<file path="src/rtl/core/svpf_pkg.sv">
// Shared types and constants for the servo write packet framer.
package svpf_pkg;

    // Operation codes of a command beat.
    localparam logic [1:0] OP_GOAL_POSITION = 2'd0;
    localparam logic [1:0] OP_GOAL_SPEED    = 2'd1;
    localparam logic [1:0] OP_SET_ID        = 2'd2;
    localparam logic [1:0] OP_MODE          = 2'd3;

    // Fixed packet bytes.
    localparam logic [7:0] HEADER_BYTE  = 8'hFF;
    localparam logic [7:0] WRITE_INST   = 8'h03;
    localparam logic [7:0] BROADCAST_ID = 8'hFE;

    // Register addresses.
    localparam logic [7:0] ADDR_GOAL_POSITION = 8'd42;
    localparam logic [7:0] ADDR_GOAL_SPEED    = 8'h2E;
    localparam logic [7:0] ADDR_SET_ID        = 8'h05;
    localparam logic [7:0] ADDR_MODE          = 8'd33;

    // Length field values.
    localparam logic [7:0] LEN_GOAL_POSITION = 8'd9;
    localparam logic [7:0] LEN_GOAL_SPEED    = 8'd5;
    localparam logic [7:0] LEN_SHORT         = 8'h04;

    // Body sizes: bytes from the id through the last data byte.
    localparam int unsigned BODY_MAX = 10;
    localparam logic [3:0] BODY_GOAL_POSITION = 4'd10;
    localparam logic [3:0] BODY_GOAL_SPEED    = 4'd6;
    localparam logic [3:0] BODY_SHORT         = 4'd5;

    // Default depth of the queue between front and back.
    localparam int unsigned QUEUE_DEPTH = 2;

    // One command beat.
    typedef struct packed {
        logic [1:0]         operation;
        logic [7:0]         servo_id;
        logic signed [15:0] position;
        logic signed [15:0] speed;
        logic [7:0]         setting_byte;
    } cmd_t;

    // One result beat.
    typedef struct packed {
        logic [7:0] tx_byte;
        logic       last_byte;
    } result_t;

    // A classified packet: its body bytes and their count.
    typedef struct packed {
        logic [3:0]                body_count;
        logic [BODY_MAX-1:0][7:0]  body;
    } desc_t;

    // Queue status seen by front and back.
    typedef struct packed {
        logic empty;
        logic full;
    } qstat_t;

endpackage

</file>
<file path="src/rtl/core/svpf_front.sv">
// Front end: accepts a command beat and builds the packet body.
module svpf_front (
    input  logic           start,
    input  svpf_pkg::cmd_t command,
    input  svpf_pkg::qstat_t qstat,
    output logic           push,
    output svpf_pkg::desc_t desc
);

    logic [15:0] magnitude;
    logic [15:0] pos_word;

    // A beat is taken whenever the queue has room.
    assign push = start && !qstat.full;

    // Sign-magnitude form of the goal position.
    always_comb
    begin
        magnitude = 16'd0 - command.position;
        if (command.position[15])
        begin
            pos_word = {1'b1, magnitude[14:0]};
        end
        else
        begin
            pos_word = {1'b0, command.position[14:0]};
        end
    end

    // Body bytes for each kind of packet.
    always_comb
    begin
        desc = '0;
        unique case (command.operation)
            svpf_pkg::OP_GOAL_POSITION:
            begin
                desc.body_count = svpf_pkg::BODY_GOAL_POSITION;
                desc.body[0] = command.servo_id;
                desc.body[1] = svpf_pkg::LEN_GOAL_POSITION;
                desc.body[2] = svpf_pkg::WRITE_INST;
                desc.body[3] = svpf_pkg::ADDR_GOAL_POSITION;
                desc.body[4] = pos_word[7:0];
                desc.body[5] = pos_word[15:8];
                desc.body[6] = 8'd0;
                desc.body[7] = 8'd0;
                desc.body[8] = command.speed[7:0];
                desc.body[9] = command.speed[15:8];
            end
            svpf_pkg::OP_GOAL_SPEED:
            begin
                desc.body_count = svpf_pkg::BODY_GOAL_SPEED;
                desc.body[0] = command.servo_id;
                desc.body[1] = svpf_pkg::LEN_GOAL_SPEED;
                desc.body[2] = svpf_pkg::WRITE_INST;
                desc.body[3] = svpf_pkg::ADDR_GOAL_SPEED;
                desc.body[4] = command.speed[7:0];
                desc.body[5] = command.speed[15:8];
            end
            svpf_pkg::OP_SET_ID:
            begin
                desc.body_count = svpf_pkg::BODY_SHORT;
                desc.body[0] = svpf_pkg::BROADCAST_ID;
                desc.body[1] = svpf_pkg::LEN_SHORT;
                desc.body[2] = svpf_pkg::WRITE_INST;
                desc.body[3] = svpf_pkg::ADDR_SET_ID;
                desc.body[4] = command.setting_byte;
            end
            svpf_pkg::OP_MODE:
            begin
                desc.body_count = svpf_pkg::BODY_SHORT;
                desc.body[0] = command.servo_id;
                desc.body[1] = svpf_pkg::LEN_SHORT;
                desc.body[2] = svpf_pkg::WRITE_INST;
                desc.body[3] = svpf_pkg::ADDR_MODE;
                desc.body[4] = command.setting_byte;
            end
        endcase
    end

endmodule

</file>
<file path="src/rtl/core/svpf_queue.sv">
// Small first-in first-out queue of classified packets.
module svpf_queue #(
    parameter int unsigned DEPTH = svpf_pkg::QUEUE_DEPTH
) (
    input  logic             clk,
    input  logic             rst_n,
    input  logic             push,
    input  svpf_pkg::desc_t  push_desc,
    input  logic             pop,
    output svpf_pkg::desc_t  pop_desc,
    output svpf_pkg::qstat_t qstat
);

    localparam int unsigned PTR_W = (DEPTH > 1) ? $clog2(DEPTH) : 1;
    localparam int unsigned CNT_W = $clog2(DEPTH + 1);

    svpf_pkg::desc_t  slot_reg [DEPTH];
    logic [PTR_W-1:0] wr_ptr_reg;
    logic [PTR_W-1:0] wr_ptr_next;
    logic [PTR_W-1:0] rd_ptr_reg;
    logic [PTR_W-1:0] rd_ptr_next;
    logic [CNT_W-1:0] count_reg;
    logic [CNT_W-1:0] count_next;

    // Status and head of the queue.
    assign qstat.empty = (count_reg == '0);
    assign qstat.full  = (count_reg == CNT_W'(DEPTH));
    assign pop_desc    = slot_reg[rd_ptr_reg];

    // Pointer and fill count updates.
    always_comb
    begin
        wr_ptr_next = wr_ptr_reg;
        rd_ptr_next = rd_ptr_reg;
        count_next  = count_reg;
        if (push)
        begin
            wr_ptr_next = (wr_ptr_reg == PTR_W'(DEPTH - 1)) ? '0 : wr_ptr_reg + 1'b1;
        end
        if (pop)
        begin
            rd_ptr_next = (rd_ptr_reg == PTR_W'(DEPTH - 1)) ? '0 : rd_ptr_reg + 1'b1;
        end
        if (push && !pop)
        begin
            count_next = count_reg + 1'b1;
        end
        else if (pop && !push)
        begin
            count_next = count_reg - 1'b1;
        end
    end

    always_ff @(posedge clk or negedge rst_n)
    begin
        if (!rst_n)
        begin
            wr_ptr_reg <= '0;
            rd_ptr_reg <= '0;
            count_reg  <= '0;
        end
        else
        begin
            wr_ptr_reg <= wr_ptr_next;
            rd_ptr_reg <= rd_ptr_next;
            count_reg  <= count_next;
        end
    end

    // Slot storage.
    always_ff @(posedge clk)
    begin
        if (push)
        begin
            slot_reg[wr_ptr_reg] <= push_desc;
        end
    end

endmodule

</file>
<file path="src/rtl/core/svpf_back.sv">
// Back end: serializes one packet a byte per cycle and appends the checksum.
module svpf_back (
    input  logic             clk,
    input  logic             rst_n,
    input  svpf_pkg::qstat_t qstat,
    input  svpf_pkg::desc_t  pop_desc,
    output logic             pop,
    output svpf_pkg::result_t result,
    output logic             result_strobe
);

    svpf_pkg::desc_t   cur_reg;
    logic              active_reg;
    logic              active_next;
    logic [3:0]        idx_reg;
    logic [3:0]        idx_next;
    logic [7:0]        sum_reg;
    logic [7:0]        sum_next;
    svpf_pkg::result_t result_reg;
    svpf_pkg::result_t emit;
    logic              strobe_reg;
    logic [3:0]        body_idx;
    logic [3:0]        last_idx;
    logic              in_body;
    logic              is_last;

    // Position of the current byte within the packet.
    assign body_idx = idx_reg - 4'd2;
    assign last_idx = cur_reg.body_count + 4'd2;
    assign in_body  = (idx_reg >= 4'd2) && (idx_reg < last_idx);
    assign is_last  = active_reg && (idx_reg == last_idx);

    // Take the next packet when idle or on the checksum byte of this one.
    assign pop = !qstat.empty && (!active_reg || is_last);

    // Byte selection: header, body, then inverted sum.
    always_comb
    begin
        emit.last_byte = is_last;
        if (idx_reg < 4'd2)
        begin
            emit.tx_byte = svpf_pkg::HEADER_BYTE;
        end
        else if (in_body)
        begin
            emit.tx_byte = cur_reg.body[body_idx];
        end
        else
        begin
            emit.tx_byte = ~sum_reg;
        end
    end

    // Sequencer state updates.
    always_comb
    begin
        active_next = active_reg;
        idx_next    = idx_reg;
        sum_next    = sum_reg;
        if (pop)
        begin
            active_next = 1'b1;
            idx_next    = 4'd0;
            sum_next    = 8'd0;
        end
        else if (is_last)
        begin
            active_next = 1'b0;
        end
        else if (active_reg)
        begin
            idx_next = idx_reg + 4'd1;
            if (in_body)
            begin
                sum_next = sum_reg + emit.tx_byte;
            end
        end
    end

    always_ff @(posedge clk or negedge rst_n)
    begin
        if (!rst_n)
        begin
            active_reg <= 1'b0;
            idx_reg    <= 4'd0;
            sum_reg    <= 8'd0;
            strobe_reg <= 1'b0;
        end
        else
        begin
            active_reg <= active_next;
            idx_reg    <= idx_next;
            sum_reg    <= sum_next;
            strobe_reg <= active_reg;
        end
    end

    // Packet and output payload registers.
    always_ff @(posedge clk)
    begin
        if (pop)
        begin
            cur_reg <= pop_desc;
        end
        result_reg <= emit;
    end

    assign result        = result_reg;
    assign result_strobe = strobe_reg;

    // The byte index never runs past the checksum byte.
    assert property (@(posedge clk) disable iff (!rst_n)
        active_reg |-> (idx_reg <= last_idx))
        else $error("byte index beyond checksum");

    // A packet in flight has one of the three legal body sizes.
    assert property (@(posedge clk) disable iff (!rst_n)
        active_reg |-> (cur_reg.body_count == svpf_pkg::BODY_GOAL_POSITION ||
                        cur_reg.body_count == svpf_pkg::BODY_GOAL_SPEED ||
                        cur_reg.body_count == svpf_pkg::BODY_SHORT))
        else $error("illegal body size");

    // Packets are never taken from an empty queue.
    assert property (@(posedge clk) disable iff (!rst_n)
        pop |-> !qstat.empty)
        else $error("pop from empty queue");

    // A beat right after a checksum beat opens a new header.
    assert property (@(posedge clk) disable iff (!rst_n)
        (strobe_reg && result_reg.last_byte) |=>
            (!strobe_reg || result_reg.tx_byte == svpf_pkg::HEADER_BYTE))
        else $error("packet did not restart with a header");

endmodule

</file>
<file path="src/rtl/core/servo_write_packet_framer.sv">
// Top level of the servo write packet framer: front end, queue and serializer.
// A command passes a queue slot and the packet register; bytes leave via an output register.
// A packet streams one byte per cycle: 13 bytes for goal position, 9 for speed, 8 otherwise.
// New commands queue while a packet streams; busy rises only while the packet queue is full.
// A queued command starts the cycle after the previous checksum; results cannot be stalled.
// Reset empties the queue and idles the serializer; slots and data registers are not reset.
module servo_write_packet_framer #(
    parameter int unsigned QUEUE_DEPTH = svpf_pkg::QUEUE_DEPTH
) (
    input  logic               clk,
    input  logic               rst_n,
    input  logic               start,
    output logic               busy,
    input  svpf_pkg::cmd_t     command,
    output svpf_pkg::result_t  result,
    output logic               result_strobe
);

    logic             push;
    logic             pop;
    svpf_pkg::desc_t  push_desc;
    svpf_pkg::desc_t  pop_desc;
    svpf_pkg::qstat_t qstat;

    assign busy = qstat.full;

    // Command classification.
    svpf_front u_front (
        .start   (start),
        .command (command),
        .qstat   (qstat),
        .push    (push),
        .desc    (push_desc)
    );

    // Packet queue between front and back.
    svpf_queue #(
        .DEPTH (QUEUE_DEPTH)
    ) u_queue (
        .clk       (clk),
        .rst_n     (rst_n),
        .push      (push),
        .push_desc (push_desc),
        .pop       (pop),
        .pop_desc  (pop_desc),
        .qstat     (qstat)
    );

    // Byte serializer.
    svpf_back u_back (
        .clk           (clk),
        .rst_n         (rst_n),
        .qstat         (qstat),
        .pop_desc      (pop_desc),
        .pop           (pop),
        .result        (result),
        .result_strobe (result_strobe)
    );

endmodule
</file>
<file path="config.mk">
export PLATFORM = sky130hd
export DESIGN_NAME = servo_write_packet_framer
export DESIGN_NICKNAME = d
export VERILOG_FILES = /design/src/rtl/core/svpf_pkg.sv /design/src/rtl/core/svpf_front.sv /design/src/rtl/core/svpf_queue.sv /design/src/rtl/core/svpf_back.sv /design/src/rtl/core/servo_write_packet_framer.sv
export SDC_FILE = /design/constraint.sdc
export NUM_CORES = 1
export LEC_CHECK = 0
export ABC_CLOCK_PERIOD_IN_PS = 7000
export BUFFER_PORTS_ARGS = -buffer_cell sky130_fd_sc_hd__buf_2
export CAP_MARGIN = 30
export CORE_ASPECT_RATIO = 1.4
export CORE_UTILIZATION = 54
export DETAILED_ROUTE_END_ITERATION = 16
export HOLD_SLACK_MARGIN = 0.1
export PLACE_DENSITY_LB_ADDON = 0.15
export SYNTH_ARGS = -nofsm -noshare
export SYNTH_HDL_FRONTEND = slang
export SYNTH_SLANG_ARGS = --single-unit
</file>
<file path="constraint.sdc">
create_clock -name clk -period 7 [get_ports clk]
set_input_delay 0.35 -clock clk [delete_from_list [all_inputs] [get_ports clk]]
set_output_delay 0.35 -clock clk [all_outputs]
set_load 0.005 [all_outputs]
</file>
==> qor.yml <==
rows: 50
relSlewSlack_pct: 52.7
core-area_mm2: 0.0135
cts_buffers: 17
fp.dieW_um: 102
drt-total-wl_um: 14400
grt_overflow: 0
routed_via_density: 5.64
gp_congestion: 0.889
synthArstFlopShare_pct: 10.9
path_cells: "inv_1 -> ha_1 -> mux2_2 -> a21oi_1 -> o22ai_1 -> a2bb2oi_1 -> mux2_2 -> nand2_1 -> ha_1 -> or3_1 -> o21a_1 -> and4b_1 -> a311o_1 -> or3_1"
cap_violations: 0
chipHeight_um: 142
hold_path_class: "input pin to flip-flop"
worst_r2r_path_depth: 14
syn-cell-area_mm2: 0.00758
cts_buffer_depth: 2
synth_top_area_share_pct: 54.7
status: "completed"
post_cts_resized: 0
area_delta_synth_final_pct: 14.9
die_area_mm2: 0.0145
cts_setup_buffers: 0
fin_crit_sh_pct: 63.2
synth_most_common_cell: "edfxtp_1"
crit_path_start_kind: "flip-flop"
fin_crit_ns: 4.42
max_stage_delay_ns: 0.67
path_max_fanout: 15
leakagePower_uw: 0.00332
timing.fmax_mhz: 226
ys_top_cells_by_count: "edfxtp_1 (138), mux2_2 (52), nand2_1 (37)"
synth_largest_area_cell: "edfxtp_1"
rrSetupSlack_ns: 2.58
htree_num_levels: 4
ys_seq_area_share_pct: 63.0
syn_avg_cell_area_um2: 13.8
placed_cell_area_mm2: 0.00808
critical_path_buf_inv_count: 1
tightest_slew_ns: 0.706
holdWs_ns: 0.254
start_util_pct: 56.1
finalSetupViolations: 0
ys_types: 68
critical_path_class: "flip-flop to flip-flop"
num_antenna_cells: 0
root_buffer: "clkbuf_16"
yosys_warnings: 0
cts_tree: "done"
grt_usage_pct: 21.8
grt_max_degree: 47
min_to: "u_queue.slot_reg[1][2]"
grt_pass1_wl_um: 23200
drc: 0
crit_arrival_ns: 4.72
drtIter0Drc: 232
crit_slowest_cell: "dfrtp_1"
powerDensity_mw_per_mm2: 493
syn_inst: 548
rr_startpoint: "u_back.idx_reg[1]"
wl_per_cell_um: 17.7
numPortBuffers: 63
holdPathStages: 3
drt_pre_antenna_iters: 5
drv_slew: 0
ys.flop_type: "edfxtp_1"
holdCritStartpoint: "command[42]"
reg2reg_to: "u_back.sum_reg[7]"
required_ns: 7.29
rsz0062_at_grt: "no"
synth_nets: 626
clock_latency_ns: 0.42
fin_area_mm2: 0.00871
clock-sinks: 165
critPathTopFamily: "compound AO/OA/AOI/OAI gates"
place_hpwl_um: 9950
layout-drive-gt1-share_pct: 26.9
ys_ff_latch: 165
pre_cts_slack_ns: 2.58
io_pins: 64
nets: 694
max-vdd-ir-drop_v: 0.000228
clk_pin_slew_ns: 0.06
worst_slack_ns: 2.58
synth_area_leaders: "edfxtp_1 (55%), mux2_2 (7.7%), dfrtp_1 (5.9%), ha_1 (4.0%), dfxtp_1 (2.4%)"
tns_ns: 0
ant_nets: 0
vias: 4577
largest_reg_flops: 92
first_global_vias: 4667
synth_edf_count: 138
clock_skew_ns: 0.00933
antenna_found_initial: 0
end_kind: "flip-flop"
hold_violations: 0
[cell usage in the layout (no fill, tap or decap), types with 22 or more instances in the layout]
master / netlist / routed
buf_2: 0 / 63
edfxtp_1: 138 / 138
ha_1: 24 / 24
inv_1: 23 / 22
mux2_2: 52 / 52
nand2_1: 37 / 37
o21ai_0: 33 / 33
[area by class of cell]
type	instances	area [um2]
Clock buffer	18	429
Timing Repair Buffer	71	423
Sequential cell	165	4780
Multi-Input combinational cell	336	2600
Tap cell	182	228
Inverter	25	98.8
Fill cell	1037	4800
Clock inverter	14	158
[power breakdown]
group	total, uW	switching, uW	internal (uW)
combinational	1760	992	763
sequential	1610	153	1460
clock	925	367	558
total	4290	1510	2780
[tightest hold or removal path, stage by stage]
cell     delay (ns)
buf_2          0.07
o21ai_0        0.06
nand2_1        0.08
[cell families (layout without fill, tap and decap cells)]
family          after synthesis  after routing  share of synthesized area (%)
xor+xnor                     24             24                           2.97
fa+ha+maj                    25             25                           4.23
buf+inv                      47            128                           2.84
flops                       165            165                           63.0
simple gates                121            121                           8.29
mux                          64             64                           9.51
compound gates              102            102                           9.15
[per-stage QoR]
stage | total power, uW | cells | util (%)
finish | 4290 | 811 | 64.4
global route | 4560 | 811 | 64.4
CTS | 4300 | 810 | 64.2
detailed placement | 3370 | 777 | 59.8
global placement | 3270 | 775 | 59.5
floorplan | 2940 | 548 | -
[per-layer routing]
metal | vias up | track usage [%] | wire, um
li1 | 2181 | - | -
met1 | 2233 | 25.5 | 5860
met2 | 127 | 37.1 | 7440
met3 | 36 | 5.01 | 525
met4 | 0 | 11.4 | 541
met5 | - | 0 | 0
[how the worst max path moves through the flow]
stage                                  from  slack (ns)  depth (start not counted)           endpoint
after floorplan           u_back.idx_reg[0]        3.05                         17  u_back.sum_reg[7]
after global placement    u_back.idx_reg[0]        2.74                         14  u_back.sum_reg[7]
after detailed placement  u_back.idx_reg[0]        2.58                         14  u_back.sum_reg[7]
after CTS                 u_back.idx_reg[0]        2.56                         14  u_back.sum_reg[7]
after global routing      u_back.idx_reg[1]        2.36                         15  u_back.sum_reg[7]
final                     u_back.idx_reg[1]        2.58                         14  u_back.sum_reg[7]
[repair_timing]
item                                    4_1_cts  5_1_grt
endpoints found under the setup margin        0        0
hold endpoints to repair                     18        0
hold buffers                                  1        0
Note: power is estimated with default switching activity, not from simulation.
